## src/rtl/gsrq_pkg.sv

```systemverilog
`timescale 1ns / 1ps

package gsrq_pkg;

	// fixed field widths
	localparam int COORD_W     = 6;
	localparam int COLOUR_BITS = 3;
	localparam int RAD_W       = 3;
	localparam int DIM_W       = 7;
	localparam int CNT_W       = 13;

	// window coordinates reach a centre plus the radius, one bit past a coordinate
	localparam int SCAN_W      = COORD_W + 1;
	localparam int MAX_RADIUS  = 4;
	localparam int LIM_W       = 5;
	localparam int DIST_W      = 6;

	// grid size after reset
	localparam int DIM_RESET   = 64;

	// configuration register indexes
	localparam int CFG_IDX_W   = 1;
	localparam logic [CFG_IDX_W-1:0] REG_GRID_ROWS = 1'd0;
	localparam logic [CFG_IDX_W-1:0] REG_GRID_COLS = 1'd1;

	// command queue between front and back
	localparam int Q_DEPTH     = 2;
	localparam int Q_PTR_W     = 1;

	typedef enum logic [1:0] {
		REQ_ADD  = 2'd0,
		REQ_READ = 2'd1,
		REQ_QANY = 2'd2,
		REQ_QCOL = 2'd3
	} req_t;

	typedef struct packed {
		req_t                   kind;
		logic [COORD_W-1:0]     row;
		logic [COORD_W-1:0]     col;
		logic [COLOUR_BITS-1:0] colour;
		logic                   in_grid;
		logic                   win_empty;
		logic [SCAN_W-1:0]      rlo;
		logic [SCAN_W-1:0]      rhi;
		logic [SCAN_W-1:0]      clo;
		logic [SCAN_W-1:0]      chi;
		logic [LIM_W-1:0]       lim;
	} cmd_t;

	typedef struct packed {
		logic valid;
		cmd_t cmd;
	} qhead_t;

	typedef struct packed {
		logic pop;
		logic clearing;
	} bk_ctrl_t;

	typedef enum logic [3:0] {
		BK_CLEAR,
		BK_IDLE,
		BK_DIRECT,
		BK_ADD_RD,
		BK_ADD_WR,
		BK_READ_RD,
		BK_READ_OUT,
		BK_SCAN_PRIME,
		BK_SCAN,
		BK_FIN
	} bk_state_t;

endpackage

```

## src/rtl/gsrq_front.sv

```systemverilog
`timescale 1ns / 1ps

module gsrq_front (
	input  logic                            clk,
	input  logic                            arst_n,
	input  logic                            in_valid,
	output logic                            in_stall,
	input  logic [1:0]                      req_type,
	input  logic [gsrq_pkg::COORD_W-1:0]     row,
	input  logic [gsrq_pkg::COORD_W-1:0]     col,
	input  logic [gsrq_pkg::COLOUR_BITS-1:0] colour,
	input  logic [gsrq_pkg::RAD_W-1:0]       radius,
	input  logic [gsrq_pkg::DIM_W-1:0]       grid_rows,
	input  logic [gsrq_pkg::DIM_W-1:0]       grid_cols,
	input  gsrq_pkg::bk_ctrl_t               bk_ctrl,
	output gsrq_pkg::qhead_t                 head
);

	import gsrq_pkg::*;

	logic [RAD_W-1:0]   rad_sat;
	logic [SCAN_W-1:0]  row_x, col_x, rad_x, row_hi, col_hi;
	logic [SCAN_W-1:0]  rows_x, cols_x;
	logic [SCAN_W-1:0]  rlo, rhi, clo, chi;
	cmd_t               cmd_in;
	logic               push, full;
	cmd_t               q_mem_q [Q_DEPTH];
	logic [Q_PTR_W-1:0] wr_ptr_q, rd_ptr_q;
	logic [Q_PTR_W:0]   cnt_q;

	// classify: saturate radius, clip the window, flag out-of-grid cells
	always_comb begin
		rad_sat = (radius > RAD_W'(MAX_RADIUS)) ? RAD_W'(MAX_RADIUS) : radius;
		row_x   = SCAN_W'(row);
		col_x   = SCAN_W'(col);
		rad_x   = SCAN_W'(rad_sat);
		rows_x  = SCAN_W'(grid_rows);
		cols_x  = SCAN_W'(grid_cols);
		row_hi  = row_x + rad_x;
		col_hi  = col_x + rad_x;
		rlo     = (row_x > rad_x) ? row_x - rad_x : '0;
		clo     = (col_x > rad_x) ? col_x - rad_x : '0;
		rhi     = (row_hi < rows_x) ? row_hi : rows_x - SCAN_W'(1);
		chi     = (col_hi < cols_x) ? col_hi : cols_x - SCAN_W'(1);

		cmd_in.kind      = req_t'(req_type);
		cmd_in.row       = row;
		cmd_in.col       = col;
		cmd_in.colour    = colour;
		cmd_in.in_grid   = (row_x < rows_x) && (col_x < cols_x);
		cmd_in.win_empty = (rlo > rhi) || (clo > chi);
		cmd_in.rlo       = rlo;
		cmd_in.rhi       = rhi;
		cmd_in.clo       = clo;
		cmd_in.chi       = chi;
		cmd_in.lim       = LIM_W'(rad_sat) * LIM_W'(rad_sat);
	end

	assign full       = (cnt_q == (Q_PTR_W+1)'(Q_DEPTH));
	assign in_stall   = full || bk_ctrl.clearing;
	assign push       = in_valid && !in_stall;
	assign head.valid = (cnt_q != '0);
	assign head.cmd   = q_mem_q[rd_ptr_q];

	always_ff @(posedge clk or negedge arst_n) begin
		if (!arst_n) begin
			wr_ptr_q <= '0;
			rd_ptr_q <= '0;
			cnt_q    <= '0;
		end else begin
			if (push) begin
				wr_ptr_q <= wr_ptr_q + Q_PTR_W'(1);
			end
			if (bk_ctrl.pop) begin
				rd_ptr_q <= rd_ptr_q + Q_PTR_W'(1);
			end
			unique case ({push, bk_ctrl.pop})
				2'b10:   cnt_q <= cnt_q + (Q_PTR_W+1)'(1);
				2'b01:   cnt_q <= cnt_q - (Q_PTR_W+1)'(1);
				default: cnt_q <= cnt_q;
			endcase
		end
	end

	always_ff @(posedge clk) begin
		if (push) begin
			q_mem_q[wr_ptr_q] <= cmd_in;
		end
	end

endmodule

```

## config.mk

```make
export PLATFORM = sky130hd
export DESIGN_NAME = gsrq_front
export DESIGN_NICKNAME = d
export VERILOG_FILES = /design/src/rtl/gsrq_pkg.sv /design/src/rtl/gsrq_front.sv
export SDC_FILE = /design/constraint.sdc
export NUM_CORES = 1
export LEC_CHECK = 0
export ABC_CLOCK_PERIOD_IN_PS = 4520
export BUFFER_PORTS_ARGS = -buffer_cell sky130_fd_sc_hd__buf_2
export CORE_UTILIZATION = 31
export DETAILED_ROUTE_END_ITERATION = 6
export SETUP_SLACK_MARGIN = 0.05
export SLEW_MARGIN = 20
export SYNTH_ARGS = -nofsm -noshare
export SYNTH_HDL_FRONTEND = slang
export SYNTH_SLANG_ARGS = --single-unit
```

## constraint.sdc

```tcl
create_clock -name clk -period 4.52 [get_ports clk]
set_clock_uncertainty 0.2 [all_clocks]
set_input_delay 0.452 -clock clk [delete_from_list [all_inputs] [get_ports clk]]
set_output_delay 0.452 -clock clk [all_outputs]
set_load 0.01 [all_outputs]
```

==> impl_metrics.tcl, run 1 <==
set metrics [dict create \
    slew_violations 0 \
    synth.top_cell.area_share_pct 51.6 \
    synth_cell_types 40 \
    r2r_cells 5 \
    reg2reg_to "q_mem_q[0][7]" \
    fin_crit_ns 4.30 \
    crit_slowest_cell "a2111oi_2" \
    vias 3851 \
    dr.pass1.iters 4 \
    dr.first_iter.drc_count 134 \
    dpl.hpwl_um 10100 \
    grt_setup_unrepaired "no" \
    worstReg2RegStart "cnt_q[0]" \
    htreeDepth 3 \
    timing.final.crit_share_pct 95.1 \
    die_area_sq_um 19700 \
    cts_buffers 9 \
    cp-start-kind "primary input" \
    cp.depth 22 \
    drtAntennaViolNets 0 \
    overflow 0 \
    synthArstFlopShare_pct 3.77 \
    place_congestion 0.786 \
    cts_tree "yes" \
    core-area_sq_um 18700 \
    num_rows 50 \
    cp-endpoint "q_mem_q[0][33]" \
    drc_errors 0 \
    syn_to_final_growth_pct 27.7 \
    setup.worst_path.start "radius[2]" \
    status "finished, final reports clean" \
    initial_utilization_pct 31.7 \
    p_per_area_nw_per_um2 449 \
    slew_headroom_pct 36.1 \
    nets 677 \
    synth_edf_count 102 \
    crit_path_frequent_cell "inv_1" \
    die_w_um 140 \
    clockBufferDepth 2 \
    peakVddDrop_v 0.000211 \
    r2r_slack_ns 2.01 \
    clockRootBuffer "clkbuf_16" \
    clk_pin_slew_worst_paths_ns 0.08 \
    syn_inst 440 \
    worst-path-max-fanout 7 \
    p_leak_nw 3.13 \
    cp-end-kind "flop" \
    max-cap-violations 0 \
    drive_gt1_share_pct 43.3 \
    ys_seq_area_share_pct 53.3 \
    grt_pass1_wl_um 21300 \
    grt_pass1_vias 4082 \
    syn_area_sq_um 5940 \
    grt_max_degree 38 \
    path_buf_inv 7 \
    ys.flop_type "edfxtp_1" \
    track_usage_pct 14.3 \
    synth_area_leaders "edfxtp_1, mux2_2, ha_1, xnor2_1, mux2i_1" \
    cpLargestDelayFamily "compound AO/OA/AOI/OAI gates" \
    avgViaCountPerCell 4.70 \
    wire_per_inst_um 16.6 \
    cp_slowest_stage_delay_ns 0.41 \
    crit_arrival_ns 4.20 \
    path_class "primary input to flop" \
    finalHoldViolCount 0 \
    hp-class "primary input to flop" \
    crit_required_ns 4.42 \
    antenna_found_initial 0 \
    antenna_cells 0 \
    worstSkewPairLatency_ns 0.35 \
    ys_seq_elements 106 \
    crit_chain "clkbuf_4, nor2b_4, inv_1, ha_1, inv_1, a21oi_1, o31a_1, xor2_1, inv_1, ha_1, a211o_1, o22ai_2, buf_6, buf_6, mux2i_4, ha_2, nor2b_1, o21ai_1, a21oi_1, a2111oi_2, buf_4, o22ai_1" \
    setup_viol 0 \
    synth_area_leader_cell "edfxtp_1" \
    final_util_pct 40.5 \
    io_pins 93 \
    setup_tns_ns 0 \
    fmax_mhz 233 \
    port_buffers 91 \
    cts_sinks 106 \
    worstMarginPinSlew_ns 0.959 \
    finalWirelength_um 13600 \
    avgSynthCellArea_sq_um 13.5 \
    die_h_um 140 \
    ys_warn_count 0 \
]
area by class of cell:
cell class / instances / area, sq um
Fill cell: 1728 / 11100
Sequential cell: 106 / 3160
Multi-Input combinational cell: 286 / 2770
Timing Repair Buffer: 144 / 882
Tap cell: 234 / 293
Clock buffer: 10 / 229
Inverter: 34 / 128
Clock inverter: 6 / 119
through the flow:
stage,worst slack (ns),power [mW],std cells,instance area [sq um],hold WS (ns)
finish,0.220,3.40,820,7580,0.0772
detailed placement,-0.647,2.47,797,7040,0.0630
CTS,0.0636,3.41,815,7420,0.0648
global route,0.0363,3.58,820,7580,0.0685
global placement,-0.556,2.45,797,7040,0.0558
floorplan,0.0565,2.04,441,6000,-0.0436
worst min-delay path by stage:
stage / from / depth (start not counted) / to / slack, ns
after global routing: req_type[0] / 1 / q_mem_q[1][50] / 0.07
after floorplan: arst_n / 0 / cnt_q[0] / -0.04
after global placement: arst_n / 1 / cnt_q[1] / 0.06
after CTS: req_type[0] / 1 / q_mem_q[1][50] / 0.06
after detailed placement: arst_n / 1 / cnt_q[0] / 0.06
final: req_type[0] / 1 / q_mem_q[0][50] / 0.08
worst register-to-register path: stages, from the launching register on:
cell     delay (ns)
dfrtp_1        0.42
inv_1          0.06
a21oi_1        0.19
nand2_1        0.17
nor2_4         0.56
buf_4          0.54
flip-flops by register name, indices dropped and copies added (netlist names):
signal,count
q_mem_q,102
wr_ptr_q,1
rd_ptr_q,1
cnt_q,2
repair_timing:
action / 4_1_cts / 5_1_grt
gates resized for setup: 5 / 19
hold buffers: 1 / 0
endpoints found under the hold margin: 4 / 0
endpoints found under the setup margin: 2 / 2
setup buffers: 1 / 5
pin swaps: 1 / 11
layout by cell type (no fill, tap or decap), types with 4 or more instances in the layout:
cell         n
mux2i_1     12
edfxtp_1   102
nor2_1      19
a21o_1       6
inv_1       34
xor2_1      11
mux2_2      60
a21oi_1     15
o31a_1       4
buf_4       48
xnor2_1     17
nor2b_1      8
nor3_1       6
buf_2       90
nand2_1      9
clkbuf_16    9
o21ai_0      4
ha_1        44
ha_4         7
nand3_1     12
Yosys cell counts (all sizes together) (4+ instances only):
library cell    n
xor2           12
nor3            6
a2111oi         4
edfxtp        102
nor2           20
mux2           63
clkbuf         12
o31a            4
fa              4
a21oi          17
inv            34
ha             53
nor2b          11
o21ai           7
mux2i          14
xnor2          17
nand3          12
dfrtp           4
a21o            6
nand2          10
layer usage:
layer | up-vias | part of all wire (%) | routed length (um) | global-route usage (%)
met4 | 0 | 1.6 | 221 | 5.21
met1 | 1873 | 47 | 6450 | 18.3
met3 | 13 | 3.9 | 533 | 3.08
met5 | - | 0 | 0 | 0
met2 | 67 | 47 | 6400 | 23.6
li1 | 1898 | - | - | -
cell families (layout without fill, tap and decap cells):
kind of cell,Yosys count,after routing,share of synthesized area (%)
adder cells (fa/ha/maj),57,57,12.5
AND/OR/NAND/NOR,72,72,6.09
buffers and inverters,49,194,3.35
multiplexers,77,77,14.5
AO/OA/AOI/OAI,49,49,5.90
other,1,2,0.0632
XOR/XNOR,29,29,4.28
flip-flops,106,106,53.3
report_power, final:
part	leakage (nW)	internal, mW	switching (mW)
logic	1.98	0.569	0.554
registers	0.984	1.25	0.111
clock network	0.170	0.550	0.370
total	3.13	2.37	1.03
(Power assumes the default switching activity.)
==> run 2, diff against run 1 <==
ABC_AREA = 1   (was default)
ABC_CLOCK_PERIOD_IN_PS = 5400   (was 4520)
MAX_ROUTING_LAYER = met4   (was default)
clock period = 5.4 ns   (was 4.52 ns; I/O delays follow)
==> impl_metrics.tcl, run 2 <==
set metrics [dict create \
    p_sw_share_pct 33.3 \
    setup_tns_ns 0 \
    num_rows 51 \
    reg_top3 "q_mem_q x102, cnt_q x2" \
    ys_seq_elements 106 \
    hp-start "bk_ctrl[1]" \
    syn_inst 592 \
    worst-path-max-fanout 19 \
    clockRootBuffer "clkbuf_16" \
    antenna_cells 0 \
    synth.top_cell.area_share_pct 49.1 \
    clk_pin_slew_worst_paths_ns 0.07 \
    cts_resized 0 \
    dpl-instance-area_sq_um 6980 \
    synth_cell_types 32 \
    cts_tree "yes" \
    ys_top_cells_by_count "nand2_1, edfxtp_1, inv_1, ha_1, mux2_2" \
    dpl.hpwl_um 10200 \
    fillers 1955 \
    ys_warn_count 0 \
    p_per_area_nw_per_um2 362 \
    cp-start-kind "primary input" \
    combPwrFrac_pct 34.0 \
    die_area_sq_um 20700 \
    ys_seq_area_share_pct 50.7 \
    timing.final.crit_share_pct 76.6 \
    antenna_found_initial 0 \
    max-cap-violations 0 \
    path_class "primary input to flop" \
    worstReg2RegStart "cnt_q[0]" \
    layout.cells.most_common "nand2_1" \
    avgSynthCellArea_sq_um 10.5 \
    die_h_um 144 \
    r2r_cells 5 \
    layout_common_cells "nand2_1, edfxtp_1, buf_2, inv_1, ha_1" \
    cp_slowest_stage_delay_ns 0.39 \
    status "finished, final reports clean" \
    p_sw_mw 0.876 \
    slew_headroom_pct 32.5 \
    whs_path_depth 2 \
    cpLargestDelayFamily "simple AND/OR/NAND/NOR gates" \
    grt_max_degree 34 \
    finalWirelength_um 13500 \
    reg2reg_to "q_mem_q[0][24]" \
    synth_area_leaders "edfxtp_1, ha_1, nand2_1, mux2_2, inv_1" \
    largest_register_ffs 102 \
    crit_slowest_cell "nor2_1" \
    syn_to_final_growth_pct 16.5 \
    synth_edf_count 102 \
    crit_chain "buf_2, nor2_1, inv_1, ha_1, nor2_1, nand3_1, nand3_1, nand2_1, ha_1, nand2_1, nor2_1, nand2_1, nand2_2, inv_1, nand2_1, nand2_1, ha_1, nand2_1, nor2_1, nand4_1, nand2_1, nand2_1" \
    peakVddDrop_v 0.000161 \
    p_leak_nw 3.21 \
    ys.flop_type "edfxtp_1" \
    dr.first_iter.drc_count 206 \
    fmax_mhz 242 \
    r2r_slack_ns 2.81 \
    cts_sinks 106 \
    vias 4287 \
    avgViaCountPerCell 4.48 \
    synth.most_common_cell "nand2_1" \
    regMostFlops "q_mem_q" \
    crit_path_frequent_cell "nand2_1" \
    grt_pass1_vias 3998 \
    synth_area_leader_cell "edfxtp_1" \
    crit_arrival_ns 4.04 \
    finalInstanceArea_sq_um 7270 \
    slew_violations 0 \
    clockBufferDepth 2 \
    p_seq_share_pct 42.1 \
    cts_buffers 9 \
    setup_viol 0 \
    drc_errors 0 \
    place_congestion 0.845 \
    fin_crit_ns 4.14 \
    worstSkewPairLatency_ns 0.35 \
    hold_path_end "rd_ptr_q" \
    io_pins 93 \
    initial_utilization_pct 31.8 \
    finalHoldViolCount 0 \
    dr.pass1.iters 4 \
    crit_required_ns 5.31 \
    p_int_mw 1.76 \
    drive_gt1_share_pct 26.0 \
    core-area_sq_um 19600 \
    synthArstFlopShare_pct 3.77 \
    worstMarginPinSlew_ns 1.01 \
    wire_per_inst_um 14.1 \
    path_buf_inv 3 \
    grt_setup_unrepaired "no" \
    clkPwrFrac_pct 24.0 \
    cp-end-kind "flop" \
    die_w_um 144 \
    htreeDepth 3 \
    overflow 0 \
    grt_pass1_wl_um 21100 \
    drtAntennaViolNets 0 \
    port_buffers 91 \
    syn_area_sq_um 6240 \
    hp-class "primary input to flop" \
    track_usage_pct 14.1 \
    nets 783 \
]
-- run 2: changes by cell type after synthesis, moves of 5 or more --
cell and change:
nor2_1 +22, xor2_1 +8, clkbuf_1 -12, buf_2 +6, nand3_1 +13, nand2_1 +144, xnor2_1 -11, nor3_1 -5
inv_1 +29, mux2i_1 -14, mux2_2 -9, nor2b_1 -11
-- run 2: worst max path at each step --
stage                    from              to  cells after the start  slack (ns)
CTS                 radius[2]  q_mem_q[1][33]                     22        1.25
detailed placement  radius[2]  q_mem_q[0][33]                     22        0.89
global placement    radius[2]  q_mem_q[0][33]                     22        0.96
finish              radius[2]  q_mem_q[0][33]                     22        1.26
global route        radius[2]  q_mem_q[0][33]                     24        0.89
floorplan           radius[1]  q_mem_q[0][33]                     26        1.56
-- run 2: cell type report --
class | instances | area (sq um) | share of cell area [%]
clock buffer | 10 | 229 | 3.15
timing repair buffer | 95 | 488 | 6.71
multi-input combinational | 409 | 2760 | 38.0
tap | 265 | 332 | 4.56
sequential | 106 | 3160 | 43.5
clock inverter | 6 | 47.5 | 0.654
inverter | 66 | 248 | 3.41
-- run 2: metal layers --
layer / part of all wire (%) / vias to the layer above / wire (um) / GRT usage, %
li1: - / 2182 / - / -
met1: 48 / 2017 / 6510 / 18.2
met2: 47 / 76 / 6330 / 22.2
met3: 3.6 / 12 / 492 / 2.87
met4: 1.2 / 0 / 165 / 4.31
met5: 0 / - / 0 / -
-- run 2: repair_timing --
action,in CTS,in global routing
hold buffers,1,0
hold endpoints to repair,4,0
setup buffers,0,0
setup endpoints to repair,0,0
-- run 2: power by group through the flow --
| stage | sequential (mW) | combinational [mW] | clock (mW) |
|---|---|---|---|
| floorplan | 1.09 | 0.643 | 0 |
| global placement | 1.13 | 0.907 | 0 |
| detailed placement | 1.13 | 0.908 | 0 |
| CTS | 1.11 | 0.915 | 0.643 |
| global route | 1.12 | 1.00 | 0.678 |
| finish | 1.11 | 0.895 | 0.631 |
-- run 2: cell families (layout without fill, tap and decap cells) --
kind of cell | Yosys count | after routing | synth area share (%)
AOI/OAI and AO/OA | 38 | 38 | 3.69
xor gates and xnor gates | 26 | 26 | 3.65
adders and majority gates | 57 | 57 | 11.9
buffers and inverters | 78 | 177 | 5.35
DFF | 106 | 106 | 50.7
muxes | 51 | 51 | 9.21
other | 1 | 2 | 0.0601
and+or+nand+nor | 235 | 235 | 15.4
-- run 2: worst register-to-register path, stage by stage (launching register included) --
cell and delay (ns):
dfrtp_1 0.39, inv_1 0.07, nand2_1 0.07, nand3_1 0.23, nor2_4 0.84, buf_4 0.45
-- run 2: metrics by stage --
stage          worst slack, ns  util, %  hold slack, ns  std cells  power, mW
3_5_place_dp             0.886     35.6           0.152        940       2.04
3_3_place_gp             0.961     35.6           0.152        940       2.04
6_report                  1.26     37.1           0.177        957       2.63
2_1_floorplan             1.56        -          0.0444        593       1.73
4_1_cts                   1.25     37.1           0.167        957       2.67
5_1_grt                  0.890     37.1           0.164        957       2.81
